## config.mk

```make
export PLATFORM = sky130hd
export DESIGN_NAME = pd_source_pdo_decode_request_build_flat
export DESIGN_NICKNAME = d
export VERILOG_FILES = /design/src/design/pdrb_pkg.sv /design/src/design/pdrb_req_if.sv /design/src/design/pdrb_rsp_if.sv /design/src/design/pd_source_pdo_decode_request_build.sv /design/src/flat_wrapper.sv
export SDC_FILE = /design/constraint.sdc
export NUM_CORES = 2
export LEC_CHECK = 0
export BUFFER_PORTS_ARGS = -buffer_cell sky130_fd_sc_hd__buf_2
export CAP_MARGIN = 15
export CORE_MARGIN = 1
export CORE_UTILIZATION = 25
export DETAILED_ROUTE_END_ITERATION = 12
export SETUP_SLACK_MARGIN = 0.2
export SYNTH_ARGS = -nofsm -noshare
export SYNTH_HDL_FRONTEND = slang
export SYNTH_SLANG_ARGS = --single-unit
```

## constraint.sdc

```tcl
create_clock -name clock -period 8.8 [get_ports clock]
set_clock_uncertainty 0.2 [all_clocks]
set_input_delay 0.88 -clock clock [delete_from_list [all_inputs] [get_ports clock]]
set_output_delay 0.88 -clock clock [all_outputs]
set_load 0.03 [all_outputs]
```

## src/design/pdrb_pkg.sv

```systemverilog
package pdrb_pkg;

   // Object kind, raw bits 31:30
   localparam logic [1:0] KIND_FIXED    = 2'd0;
   localparam logic [1:0] KIND_BATTERY  = 2'd1;
   localparam logic [1:0] KIND_VARIABLE = 2'd2;
   localparam logic [1:0] KIND_AUG      = 2'd3;

   // Augmented subtype, raw bits 29:28
   localparam logic [1:0] SUB_PPS      = 2'd0;
   localparam logic [1:0] SUB_EPR_AVS  = 2'd1;
   localparam logic [1:0] SUB_SPR_AVS  = 2'd2;
   localparam logic [1:0] SUB_RESERVED = 2'd3;

   // Request bits 25:24 set on every built request
   localparam logic [1:0] REQ_FLAGS = 2'b11;

   // Unit scales of the object fields
   localparam logic [15:0] VOLT_50MV_SCALE  = 16'd50;
   localparam logic [15:0] VOLT_100MV_SCALE = 16'd100;
   localparam logic [13:0] CUR_10MA_SCALE   = 14'd10;
   localparam logic [13:0] CUR_50MA_SCALE   = 14'd50;
   localparam logic [17:0] PWR_250MW_SCALE  = 18'd250;

   // Reciprocals for the constant divisions, exact over 16-bit dividends
   // x / 10 = (x * 52429) >> 19
   // x / 20 = (x * 52429) >> 20
   // x / 25 = (x * 83887) >> 21, and x / 50 = (x >> 1) / 25
   localparam int unsigned PROD_W = 33;
   localparam logic [PROD_W-1:0] RECIP_DIV10 = 33'd52429;
   localparam logic [PROD_W-1:0] RECIP_DIV20 = 33'd52429;
   localparam logic [PROD_W-1:0] RECIP_DIV25 = 33'd83887;
   localparam int unsigned SHIFT_DIV10 = 19;
   localparam int unsigned SHIFT_DIV20 = 20;
   localparam int unsigned SHIFT_DIV25 = 21;

   // Saturation limits of the request unit fields
   localparam logic [12:0] FIX_CUR_MAX = 13'h03FF;
   localparam logic [10:0] PPS_CUR_MAX = 11'h07F;

   typedef struct packed {
      logic [1:0]  kind;
      logic [1:0]  aug_subtype;
      logic [15:0] volt_hi_mv;
      logic [15:0] volt_lo_mv;
      logic [13:0] max_cur_ma;
      logic [13:0] current_alt_ma;
      logic [17:0] battery_mw;
      logic [7:0]  pdp_watts;
      logic        epr_cap;
   } decode_type;

endpackage

```

## src/design/pdrb_req_if.sv

```systemverilog
interface pdrb_req_if;
   logic        valid;
   logic        ready;
   logic [31:0] raw_pdo;
   logic [3:0]  position;
   logic [15:0] request_mv;
   logic [15:0] request_ma;

   modport source (output valid, output raw_pdo, output position, output request_mv,
                   output request_ma, input ready);
   modport sink   (input valid, input raw_pdo, input position, input request_mv,
                   input request_ma, output ready);
endinterface

```

## src/design/pdrb_rsp_if.sv

```systemverilog
interface pdrb_rsp_if;
   logic        valid;
   logic        ready;
   logic [1:0]  kind;
   logic [1:0]  aug_subtype;
   logic [15:0] volt_hi_mv;
   logic [15:0] volt_lo_mv;
   logic [13:0] max_cur_ma;
   logic [13:0] current_alt_ma;
   logic [17:0] battery_mw;
   logic [7:0]  pdp_watts;
   logic        epr_cap;
   logic [31:0] request_word;
   logic        request_ok;

   modport source (output valid, output kind, output aug_subtype, output volt_hi_mv,
                   output volt_lo_mv, output max_cur_ma, output current_alt_ma,
                   output battery_mw, output pdp_watts, output epr_cap,
                   output request_word, output request_ok, input ready);
   modport sink   (input valid, input kind, input aug_subtype, input volt_hi_mv,
                   input volt_lo_mv, input max_cur_ma, input current_alt_ma,
                   input battery_mw, input pdp_watts, input epr_cap,
                   input request_word, input request_ok, output ready);
endinterface

```

## src/design/pd_source_pdo_decode_request_build.sv

```systemverilog
// Channel   Direction  Transaction
// req_if    in         raw_pdo, position, request_mv, request_ma
// rsp_if    out        decoded object fields, request_word, request_ok
//
// Three register stages: decode and reciprocal multiplies, quotient
// saturation and PPS range check, request packing into the output register.
// A request passes the stage 1, stage 2 and stage 3 registers in turn before
// rsp_if.valid rises; one transaction per cycle while rsp_if.ready stays high.
// Reset (synchronous, active high) clears the stage valid bits only.
// Each stage loads whenever it is empty or the stage after it moves, so bubbles
// close up; while a result waits on rsp_if.ready the stages behind it still
// fill, then req_if.ready drops.
module pd_source_pdo_decode_request_build (
   input logic        clock,
   input logic        reset,
   pdrb_req_if.sink   req_if,
   pdrb_rsp_if.source rsp_if
);

   localparam int unsigned PW = pdrb_pkg::PROD_W;

   // Stage 1: decode and products
   logic                   s1_valid_ff;
   pdrb_pkg::decode_type   s1_dec_ff, s1_dec_in;
   logic [3:0]             s1_pos_ff;
   logic [15:0]            s1_mv_ff;
   logic [PW-1:0]          s1_ma10_ff, s1_ma10_in;
   logic [PW-1:0]          s1_ma50_ff, s1_ma50_in;
   logic [PW-1:0]          s1_mv20_ff, s1_mv20_in;
   logic [PW-1:0]          s1_mv25_ff, s1_mv25_in;

   // Stage 2: request units
   logic                   s2_valid_ff;
   pdrb_pkg::decode_type   s2_dec_ff;
   logic [3:0]             s2_pos_ff;
   logic [9:0]             s2_cu_fix_ff, s2_cu_fix_in;
   logic [6:0]             s2_cu_pps_ff, s2_cu_pps_in;
   logic [11:0]            s2_vu_pps_ff, s2_vu_pps_in;
   logic [12:0]            s2_vu_avs_ff, s2_vu_avs_in;
   logic                   s2_in_range_ff, s2_in_range_in;

   // Stage 3: output register
   logic                   s3_valid_ff;
   pdrb_pkg::decode_type   s3_dec_ff;
   logic [31:0]            s3_word_ff, s3_word_in;
   logic                   s3_ok_ff, s3_ok_in;

   logic                   s1_ready, s2_ready, s3_ready;

   logic [12:0]            q_ma10;
   logic [10:0]            q_ma50;
   logic [11:0]            q_mv20;
   logic [11:0]            q_mv25;

   // Each stage takes new data when empty or when its contents move on
   assign s3_ready     = !s3_valid_ff || rsp_if.ready;
   assign s2_ready     = !s2_valid_ff || s3_ready;
   assign s1_ready     = !s1_valid_ff || s2_ready;
   assign req_if.ready = s1_ready;

   // Stage 1: decode the object by kind and subtype, start the divisions
   always_comb begin
      s1_dec_in             = '0;
      s1_dec_in.kind        = req_if.raw_pdo[31:30];
      s1_dec_in.aug_subtype = pdrb_pkg::SUB_RESERVED;
      case (req_if.raw_pdo[31:30])
         pdrb_pkg::KIND_FIXED: begin
            s1_dec_in.volt_hi_mv = 16'(req_if.raw_pdo[19:10]) * pdrb_pkg::VOLT_50MV_SCALE;
            s1_dec_in.max_cur_ma = 14'(req_if.raw_pdo[9:0]) * pdrb_pkg::CUR_10MA_SCALE;
            s1_dec_in.epr_cap    = req_if.raw_pdo[17];
         end
         pdrb_pkg::KIND_BATTERY: begin
            s1_dec_in.volt_hi_mv = 16'(req_if.raw_pdo[29:20]) * pdrb_pkg::VOLT_50MV_SCALE;
            s1_dec_in.volt_lo_mv = 16'(req_if.raw_pdo[19:10]) * pdrb_pkg::VOLT_50MV_SCALE;
            s1_dec_in.battery_mw = 18'(req_if.raw_pdo[9:0]) * pdrb_pkg::PWR_250MW_SCALE;
         end
         pdrb_pkg::KIND_VARIABLE: begin
            s1_dec_in.volt_hi_mv = 16'(req_if.raw_pdo[29:20]) * pdrb_pkg::VOLT_50MV_SCALE;
            s1_dec_in.volt_lo_mv = 16'(req_if.raw_pdo[19:10]) * pdrb_pkg::VOLT_50MV_SCALE;
            s1_dec_in.max_cur_ma = 14'(req_if.raw_pdo[9:0]) * pdrb_pkg::CUR_10MA_SCALE;
         end
         default: begin
            s1_dec_in.aug_subtype = req_if.raw_pdo[29:28];
            case (req_if.raw_pdo[29:28])
               pdrb_pkg::SUB_PPS: begin
                  s1_dec_in.max_cur_ma =
                     14'(req_if.raw_pdo[6:0]) * pdrb_pkg::CUR_50MA_SCALE;
                  s1_dec_in.volt_lo_mv =
                     16'(req_if.raw_pdo[15:8]) * pdrb_pkg::VOLT_100MV_SCALE;
                  s1_dec_in.volt_hi_mv =
                     16'(req_if.raw_pdo[24:17]) * pdrb_pkg::VOLT_100MV_SCALE;
               end
               pdrb_pkg::SUB_EPR_AVS: begin
                  s1_dec_in.pdp_watts  = req_if.raw_pdo[7:0];
                  s1_dec_in.volt_lo_mv =
                     16'(req_if.raw_pdo[15:8]) * pdrb_pkg::VOLT_100MV_SCALE;
                  s1_dec_in.volt_hi_mv =
                     16'(req_if.raw_pdo[25:17]) * pdrb_pkg::VOLT_100MV_SCALE;
               end
               pdrb_pkg::SUB_SPR_AVS: begin
                  s1_dec_in.max_cur_ma =
                     14'(req_if.raw_pdo[9:0]) * pdrb_pkg::CUR_10MA_SCALE;
                  s1_dec_in.current_alt_ma =
                     14'(req_if.raw_pdo[19:10]) * pdrb_pkg::CUR_10MA_SCALE;
               end
               default: begin
                  // reserved subtype: only kind and subtype are reported
                  s1_dec_in.aug_subtype = pdrb_pkg::SUB_RESERVED;
               end
            endcase
         end
      endcase
   end

   // Reciprocal multiplies; the shift happens in stage 2
   assign s1_ma10_in = PW'(req_if.request_ma) * pdrb_pkg::RECIP_DIV10;
   assign s1_ma50_in = PW'(req_if.request_ma[15:1]) * pdrb_pkg::RECIP_DIV25;
   assign s1_mv20_in = PW'(req_if.request_mv) * pdrb_pkg::RECIP_DIV20;
   assign s1_mv25_in = PW'(req_if.request_mv) * pdrb_pkg::RECIP_DIV25;

   // Stage 2: quotients, saturation, AVS rounding and PPS window check
   assign q_ma10 = 13'(s1_ma10_ff >> pdrb_pkg::SHIFT_DIV10);
   assign q_ma50 = 11'(s1_ma50_ff >> pdrb_pkg::SHIFT_DIV25);
   assign q_mv20 = 12'(s1_mv20_ff >> pdrb_pkg::SHIFT_DIV20);
   assign q_mv25 = 12'(s1_mv25_ff >> pdrb_pkg::SHIFT_DIV25);

   assign s2_cu_fix_in = (q_ma10 > pdrb_pkg::FIX_CUR_MAX) ? 10'h3FF : q_ma10[9:0];
   assign s2_cu_pps_in = (q_ma50 > pdrb_pkg::PPS_CUR_MAX) ? 7'h7F : q_ma50[6:0];
   // A 16-bit voltage over 20 or 25 stays below the 12- and 13-bit limits
   assign s2_vu_pps_in = q_mv20;
   assign s2_vu_avs_in = {1'b0, q_mv25[11:2], 2'b00};
   assign s2_in_range_in = (s1_mv_ff >= s1_dec_ff.volt_lo_mv) &&
                           (s1_mv_ff <= s1_dec_ff.volt_hi_mv);

   // Stage 3: pack the request word
   always_comb begin
      s3_word_in = '0;
      s3_ok_in   = 1'b0;
      case (s2_dec_ff.kind)
         pdrb_pkg::KIND_FIXED: begin
            s3_word_in = {s2_pos_ff, 2'b00, pdrb_pkg::REQ_FLAGS, 4'b0000,
                          s2_cu_fix_ff, s2_cu_fix_ff};
            s3_ok_in   = 1'b1;
         end
         pdrb_pkg::KIND_AUG: begin
            case (s2_dec_ff.aug_subtype)
               pdrb_pkg::SUB_PPS: begin
                  if (s2_in_range_ff) begin
                     s3_word_in = {s2_pos_ff, 2'b00, pdrb_pkg::REQ_FLAGS, 3'b000,
                                   s2_vu_pps_ff, 2'b00, s2_cu_pps_ff};
                     s3_ok_in   = 1'b1;
                  end
               end
               pdrb_pkg::SUB_EPR_AVS, pdrb_pkg::SUB_SPR_AVS: begin
                  s3_word_in = {s2_pos_ff, 2'b00, pdrb_pkg::REQ_FLAGS, 2'b00,
                                s2_vu_avs_ff, 2'b00, s2_cu_pps_ff};
                  s3_ok_in   = 1'b1;
               end
               default: begin
                  s3_ok_in = 1'b0;
               end
            endcase
         end
         default: begin
            // battery and variable objects build no request
            s3_ok_in = 1'b0;
         end
      endcase
   end

   always_ff @(posedge clock) begin
      if (reset) begin
         s1_valid_ff <= 1'b0;
         s2_valid_ff <= 1'b0;
         s3_valid_ff <= 1'b0;
      end else begin
         if (s1_ready) s1_valid_ff <= req_if.valid;
         if (s2_ready) s2_valid_ff <= s1_valid_ff;
         if (s3_ready) s3_valid_ff <= s2_valid_ff;
      end
   end

   // Payload: load whenever the stage advances, no reset
   always_ff @(posedge clock) begin
      if (s1_ready) begin
         s1_dec_ff  <= s1_dec_in;
         s1_pos_ff  <= req_if.position;
         s1_mv_ff   <= req_if.request_mv;
         s1_ma10_ff <= s1_ma10_in;
         s1_ma50_ff <= s1_ma50_in;
         s1_mv20_ff <= s1_mv20_in;
         s1_mv25_ff <= s1_mv25_in;
      end
      if (s2_ready) begin
         s2_dec_ff      <= s1_dec_ff;
         s2_pos_ff      <= s1_pos_ff;
         s2_cu_fix_ff   <= s2_cu_fix_in;
         s2_cu_pps_ff   <= s2_cu_pps_in;
         s2_vu_pps_ff   <= s2_vu_pps_in;
         s2_vu_avs_ff   <= s2_vu_avs_in;
         s2_in_range_ff <= s2_in_range_in;
      end
      if (s3_ready) begin
         s3_dec_ff  <= s2_dec_ff;
         s3_word_ff <= s3_word_in;
         s3_ok_ff   <= s3_ok_in;
      end
   end

   assign rsp_if.valid          = s3_valid_ff;
   assign rsp_if.kind           = s3_dec_ff.kind;
   assign rsp_if.aug_subtype    = s3_dec_ff.aug_subtype;
   assign rsp_if.volt_hi_mv     = s3_dec_ff.volt_hi_mv;
   assign rsp_if.volt_lo_mv     = s3_dec_ff.volt_lo_mv;
   assign rsp_if.max_cur_ma     = s3_dec_ff.max_cur_ma;
   assign rsp_if.current_alt_ma = s3_dec_ff.current_alt_ma;
   assign rsp_if.battery_mw     = s3_dec_ff.battery_mw;
   assign rsp_if.pdp_watts      = s3_dec_ff.pdp_watts;
   assign rsp_if.epr_cap        = s3_dec_ff.epr_cap;
   assign rsp_if.request_word   = s3_word_ff;
   assign rsp_if.request_ok     = s3_ok_ff;

endmodule

```

## src/flat_wrapper.sv

```systemverilog
// flat-port wrapper written by rule: the top's interface ports become plain ports
module pd_source_pdo_decode_request_build_flat 
  (clock, reset, req_if_valid, req_if_raw_pdo, req_if_position, req_if_request_mv, req_if_request_ma, req_if_ready, rsp_if_valid, rsp_if_kind, rsp_if_aug_subtype, rsp_if_volt_hi_mv, rsp_if_volt_lo_mv, rsp_if_max_cur_ma, rsp_if_current_alt_ma, rsp_if_battery_mw, rsp_if_pdp_watts, rsp_if_epr_cap, rsp_if_request_word, rsp_if_request_ok, rsp_if_ready);
  pdrb_req_if req_if_i ();
  pdrb_rsp_if rsp_if_i ();
  input logic clock;
  input logic reset;
  input wire logic [$bits(req_if_i.valid)-1:0] req_if_valid;
  input wire logic [$bits(req_if_i.raw_pdo)-1:0] req_if_raw_pdo;
  input wire logic [$bits(req_if_i.position)-1:0] req_if_position;
  input wire logic [$bits(req_if_i.request_mv)-1:0] req_if_request_mv;
  input wire logic [$bits(req_if_i.request_ma)-1:0] req_if_request_ma;
  output wire logic [$bits(req_if_i.ready)-1:0] req_if_ready;
  output wire logic [$bits(rsp_if_i.valid)-1:0] rsp_if_valid;
  output wire logic [$bits(rsp_if_i.kind)-1:0] rsp_if_kind;
  output wire logic [$bits(rsp_if_i.aug_subtype)-1:0] rsp_if_aug_subtype;
  output wire logic [$bits(rsp_if_i.volt_hi_mv)-1:0] rsp_if_volt_hi_mv;
  output wire logic [$bits(rsp_if_i.volt_lo_mv)-1:0] rsp_if_volt_lo_mv;
  output wire logic [$bits(rsp_if_i.max_cur_ma)-1:0] rsp_if_max_cur_ma;
  output wire logic [$bits(rsp_if_i.current_alt_ma)-1:0] rsp_if_current_alt_ma;
  output wire logic [$bits(rsp_if_i.battery_mw)-1:0] rsp_if_battery_mw;
  output wire logic [$bits(rsp_if_i.pdp_watts)-1:0] rsp_if_pdp_watts;
  output wire logic [$bits(rsp_if_i.epr_cap)-1:0] rsp_if_epr_cap;
  output wire logic [$bits(rsp_if_i.request_word)-1:0] rsp_if_request_word;
  output wire logic [$bits(rsp_if_i.request_ok)-1:0] rsp_if_request_ok;
  input wire logic [$bits(rsp_if_i.ready)-1:0] rsp_if_ready;
  assign req_if_i.valid = req_if_valid;
  assign req_if_i.raw_pdo = req_if_raw_pdo;
  assign req_if_i.position = req_if_position;
  assign req_if_i.request_mv = req_if_request_mv;
  assign req_if_i.request_ma = req_if_request_ma;
  assign req_if_ready = req_if_i.ready;
  assign rsp_if_valid = rsp_if_i.valid;
  assign rsp_if_kind = rsp_if_i.kind;
  assign rsp_if_aug_subtype = rsp_if_i.aug_subtype;
  assign rsp_if_volt_hi_mv = rsp_if_i.volt_hi_mv;
  assign rsp_if_volt_lo_mv = rsp_if_i.volt_lo_mv;
  assign rsp_if_max_cur_ma = rsp_if_i.max_cur_ma;
  assign rsp_if_current_alt_ma = rsp_if_i.current_alt_ma;
  assign rsp_if_battery_mw = rsp_if_i.battery_mw;
  assign rsp_if_pdp_watts = rsp_if_i.pdp_watts;
  assign rsp_if_epr_cap = rsp_if_i.epr_cap;
  assign rsp_if_request_word = rsp_if_i.request_word;
  assign rsp_if_request_ok = rsp_if_i.request_ok;
  assign rsp_if_i.ready = rsp_if_ready;
  pd_source_pdo_decode_request_build u_core (.clock(clock), .reset(reset), .req_if(req_if_i), .rsp_if(rsp_if_i));
endmodule
```

Word level (Yosys, flattened, before mapping)
Cells that the tools add are included.
{"block": "word_totals", "word_cells": 103, "regBits": 502, "out_inout_bits": 126, "input_bits": 72}
{"block": "op_classes", "eq_ne": 7, "bitwise": 3, "n_reduce_logical": 19, "multipliers": 13, "mux": 11, "order_cmp": 4}
{"cell": "case mux 32 bit (2 select lines)", "count": 3}
{"cell": "multiplier 16 x 16 -> 32 bit (second input constant)", "count": 2}
{"cell": "case mux 16 bit (2 select lines)", "count": 2}
{"cell": "case mux 14 bit (2 select lines)", "count": 2}
{"cell": "multiplier 16 x 17 -> 33 bit (second input constant)", "count": 1}
{"cell": "multiplier 15 x 17 -> 32 bit (second input constant)", "count": 1}
{"cell": "two-way mux 32 bit", "count": 1}
{"cell": "multiplier 10 x 5 -> 15 bit (second input constant)", "count": 2}
{"cell": "multiplier 10 x 3 -> 13 bit (second input constant)", "count": 2}
{"cell": "multiplier 8 x 5 -> 13 bit (second input constant)", "count": 2}
{"cell": "multiplier 10 x 7 -> 17 bit (second input constant)", "count": 1}
{"cell": "greater-or-equal comparator 16 bit", "count": 1}
{"cell": "<= comparator 16 bit", "count": 1}
{"cell": "multiplier 9 x 5 -> 14 bit (second input constant)", "count": 1}
{"cell": "> comparator 13 x 10 -> 1 bit (second input constant)", "count": 1}
{"cell": "multiplier 7 x 5 -> 12 bit (second input constant)", "count": 1}
{"cell": "OR reduction 4 bit", "count": 3}
{"cell": "> comparator 11 x 7 -> 1 bit (second input constant)", "count": 1}
{"cell": "== test 2 bit (second input constant)", "count": 4}
{"cell": "logical NOT 2 bit", "count": 4}
{"cell": "== test 2 x 1 -> 1 bit (second input constant)", "count": 3}
{"cell": "OR reduction 2 bit", "count": 3}
{"cell": "OR reduction 3 bit", "count": 2}
{"cell": "case mux 1 bit (2 select lines)", "count": 2}
{"cell": "other kinds (5)", "count": 11}

Logic depth before layout (Yosys ltp)
{"block": "logic_depth", "word_depth": 4, "mapped_depth": 21, "ltp_nobuf": 21}

Least setup slack after synthesis
No wires, ideal clock.
{"block": "synth_path", "path_type": "input to register", "startpoint": "input req_if_request_ma[4]", "endpoint": "register u_core.s1_ma10_ff[31], data pin", "n_path_buf": 0, "required_ns": 8.340, "setup_time_ns": 0.260, "arrival_time_ns": 5.885, "path_stages": 19, "setup_slack_ns": 2.455, "path_cell_list": "ha_1 -> inv_1 -> fa_1 -> fa_1 -> fa_1 -> inv_1 -> fa_1 -> inv_1 -> fa_1 -> inv_1 -> ha_1 -> o21ai_0 -> or4_1 -> a2111o_1 -> o21ai_2 -> o221ai_2 -> o2111ai_2 -> a21oi_2 -> xnor2_1"}
{"block": "synth_via", "elab_chain_cells": 1}
{"element": "start, declared", "line_no": "flat_wrapper.sv:12", "rtl": "input wire logic [$bits(req_if_i.request_ma)-1:0] req_if_request_ma;"}
{"element": "multiplier 16 x 16 -> 32 bit", "line_no": "pd_source_pdo_decode_request_build.sv:116", "rtl": "assign s1_ma10_in = PW'(req_if.request_ma) * pdrb_pkg::RECIP_DIV10;"}
{"element": "net u_core.s1_ma10_in[31]", "line_no": "pd_source_pdo_decode_request_build.sv:27", "rtl": "logic [PW-1:0] s1_ma10_ff, s1_ma10_in;"}
{"element": "end signal, assigned", "line_no": "pd_source_pdo_decode_request_build.sv:189", "rtl": "s1_ma10_ff <= s1_ma10_in;"}
{"element": "end, declared", "line_no": "pd_source_pdo_decode_request_build.sv:27"}
The timed path passes the listed nets, and every way through them passes these cells.
A chain may end at the register's enable or synchronous reset.

Final worst setup path
{"block": "layout_path", "startpoint": "input req_if_request_ma[5]", "endpoint": "register u_core.s1_ma10_ff[31], data pin"}
The elaborated chain is that of the path after synthesis.

==> impl_metrics.yaml <==
layout:
  area_delta_synth_final_pct: 13.00
  final_area_sq_mm: 0.04230
  num-nets-final: 4618
  final_common_cell: "inv_1"
  utilization_pct: 28.54
  final_cell_mix: "inv_1, ha_1, fa_1"
  drive_gt1_share_pct: 8.140
min_path:
  hold_path_class: "flip-flop to flip-flop"
  hold_depth: 0
clock_tree:
  clk_pin_slew_worst_paths_ns: 0.06
  cts_inserted_buffers: 45
  cts_root_buf: "clkbuf_16"
  clock-sinks: 397
  clk-insertion-delay-late_ns: 0.59
  cts_tree: "built"
  postCtsSetupBuffers: 0
  cts.path.max_buffers: 3
  holdBufCountCts: 0
  cts_resized: 0
  htreeDepth: 2
die:
  core_sq_mm: 0.1482
  die_y_um: 388.9
  fp-row-count: 141
  pin_count: 198
  dieArea_sq_mm: 0.1513
  start_util_pct: 25.26
  die_w_um: 388.9
flow_run:
  cap_violations: 0
logic_synthesis:
  synth_top_family_by_area: "adder cells"
  netlist_area_sq_mm: 0.03743
  ys_types: 70
  synth_compound_area_share_pct: 6.385
  synth.area.mux_share_pct: 0.02674
  yosys.area_share.xor_xnor_pct: 2.691
  postSynth.asyncResetShare_pct: 0
  avgSynthCellArea_sq_um: 11.78
  synth_seq_area_share_pct: 31.77
  synth_area_leaders: "edfxtp_1, ha_1, fa_1, inv_1, xnor2_1"
  synth-edff-count: 394
  synth_simple_gate_area_share_pct: 4.770
  synth-main-ff-cell: "edfxtp_1"
  synthCells: 3178
  synth_adder_area_share_pct: 46.16
  yosysWarningCount: 0
  synth_top_area_cell: "edfxtp_1"
  yosysTopAreaCellShare_pct: 31.61
  ys_seq_elements: 397
route:
  drt_wl_total_um: 90690
  wl_per_cell_um: 16.88
  postRouteAntennaNets: 0
  drt-initial-drc-count: 1199
  drc: 0
  via_per_inst: 4.275
  route.vias.total: 22970
  dr.pass1.iters: 5
sta:
  finalCritPeriodShare_pct: 73.34
  worst_pin_slew_ns: 1.080
  grt_setup_unrepaired: "false"
  max_freq_ghz: 0.1549
  fin_crit_ns: 6.454
  slew-limit-headroom_pct: 27.32
  final-hold-violation-count: 0
  setup_tns_ns: 0
  setup_viol: 0
  drv_slew: 0
status:
  status: "finished, final reports clean"
power:
  ir_drop_mv: 0.1564
  p_leak_nw: 21.10
  p_per_area_mw_per_mm2: 303.7
place:
  dpl_cell_area_sq_mm: 0.04074
  dp_hpwl_um: 76040
  portBuffers: 187
  gp_congestion: 0.8845
grt:
  grt_pass1_vias: 24270
  use_met1_pct: 16.91
  grt_pass1_wl_um: 142400
  antenna_found_initial: 5
  grtUsageTotal_pct: 12.22
  grt_busiest_layer: "met2"
  use_met2_pct: 19.99
  grt_max_degree: 70
  use_met3_pct: 1.757
  grt_overflow: 0
worst_setup_path:
  startpoint_type: "input port"
  r2r_cells: 8
  critPathKind: "input port to flip-flop"
  endpoint_kind: "flip-flop"
  crit_arrival_ns: 6.57
  required_ns: 8.92
  cp_max_fo: 10
-- cell type report --
class	count	area [sq um]
multi-input combinational	1985	22510
sequential	397	11890
fill	15270	105900
timing repair buffer	195	993.5
clock buffer	52	1162
antenna	3	7.507
inverter	780	2935
tap	1930	2415
clock inverter	31	379.1
-- stage by stage --
step                      std cells  power, mW  hold slack (ns)  worst slack (ns)
after global routing           5370      14.35           0.2044             2.014
after CTS                      5369      13.05           0.1986             2.345
after floorplan                3187      8.837           0.2003             2.455
after global placement         5286      10.83           0.2001             1.801
final                          5373      12.85           0.2106             2.346
after detailed placement       5286      10.97           0.2045             1.757
-- cells by family (layout without fill, tap and decap cells) --
family                   count (synthesis)  after routing
adder cells (fa/ha/maj)               1142           1142
buffers and inverters                  805           1058
flip-flops                             397            397
AO/OA/AOI/OAI                          364            364
AND/OR/NAND/NOR                        353            353
XOR/XNOR                               115            115
other                                    1             13
multiplexers                             1              1
-- worst max-delay path: stages --
cell and delay (ns):
buf_2 0.25, inv_1 0.14, ha_1 0.35, inv_1 0.22, fa_1 0.50, fa_1 0.55
inv_1 0.06, fa_1 0.51, fa_1 0.55, inv_1 0.06, fa_1 0.47, ha_1 0.33
nand4_1 0.14, or4_1 0.52, a2111o_1 0.30, o21ai_2 0.09, o221ai_2 0.16, o2111ai_2 0.27
a21oi_2 0.09, xnor2_1 0.12
-- synth_stat cells, types with 18 or more instances --
cell type and count:
a21o_1 47, a21oi_1 101, and2_1 33, and3_1 18, edfxtp_1 394, fa_1 398, ha_1 744, inv_1 780
nand2_1 79, nand2b_1 34, nand3_1 26, nor2_1 73, nor2b_1 21, nor3_1 24, o21ai_0 75, xnor2_1 72
xor2_1 43
-- state kept, by name (all words and copies together), names as in the netlist, 15 cells and up --
register                    count
u_core.s2_dec_ff               86
u_core.rsp_if.request_word     26
u_core.rsp_if.volt_lo_mv       15
u_core.s1_dec_ff               86
u_core.rsp_if.battery_mw       17
u_core.s1_mv_ff                15
u_core.rsp_if.volt_hi_mv       15
-- metal layers --
metal | share of wire, % | up-vias
met1 | 47 | 11320
met2 | 46 | 465
li1 | - | 11050
met3 | 4.5 | 133
met5 | 0.037 | -
met4 | 2.5 | 4
-- final timing paths --
check,slack (ns),start,endpoint
max,2.35,req_if_request_ma[5],u_core.s1_ma10_ff[31]
min,0.21,u_core.s2_dec_ff[8],u_core.rsp_if.pdp_watts[7]
max reg2reg,5.99,u_core.s2_dec_ff[87],u_core.rsp_if.request_word[29]
min reg2reg,0.21,u_core.s2_dec_ff[8],u_core.rsp_if.pdp_watts[7]
-- power breakdown --
| part | switching (mW) | internal [mW] |
|---|---|---|
| Sequential | 0.201 | 2.74 |
| Clock | 0.811 | 1.14 |
| Combinational | 4.60 | 3.35 |
Power figures use the tool's default switching activity.
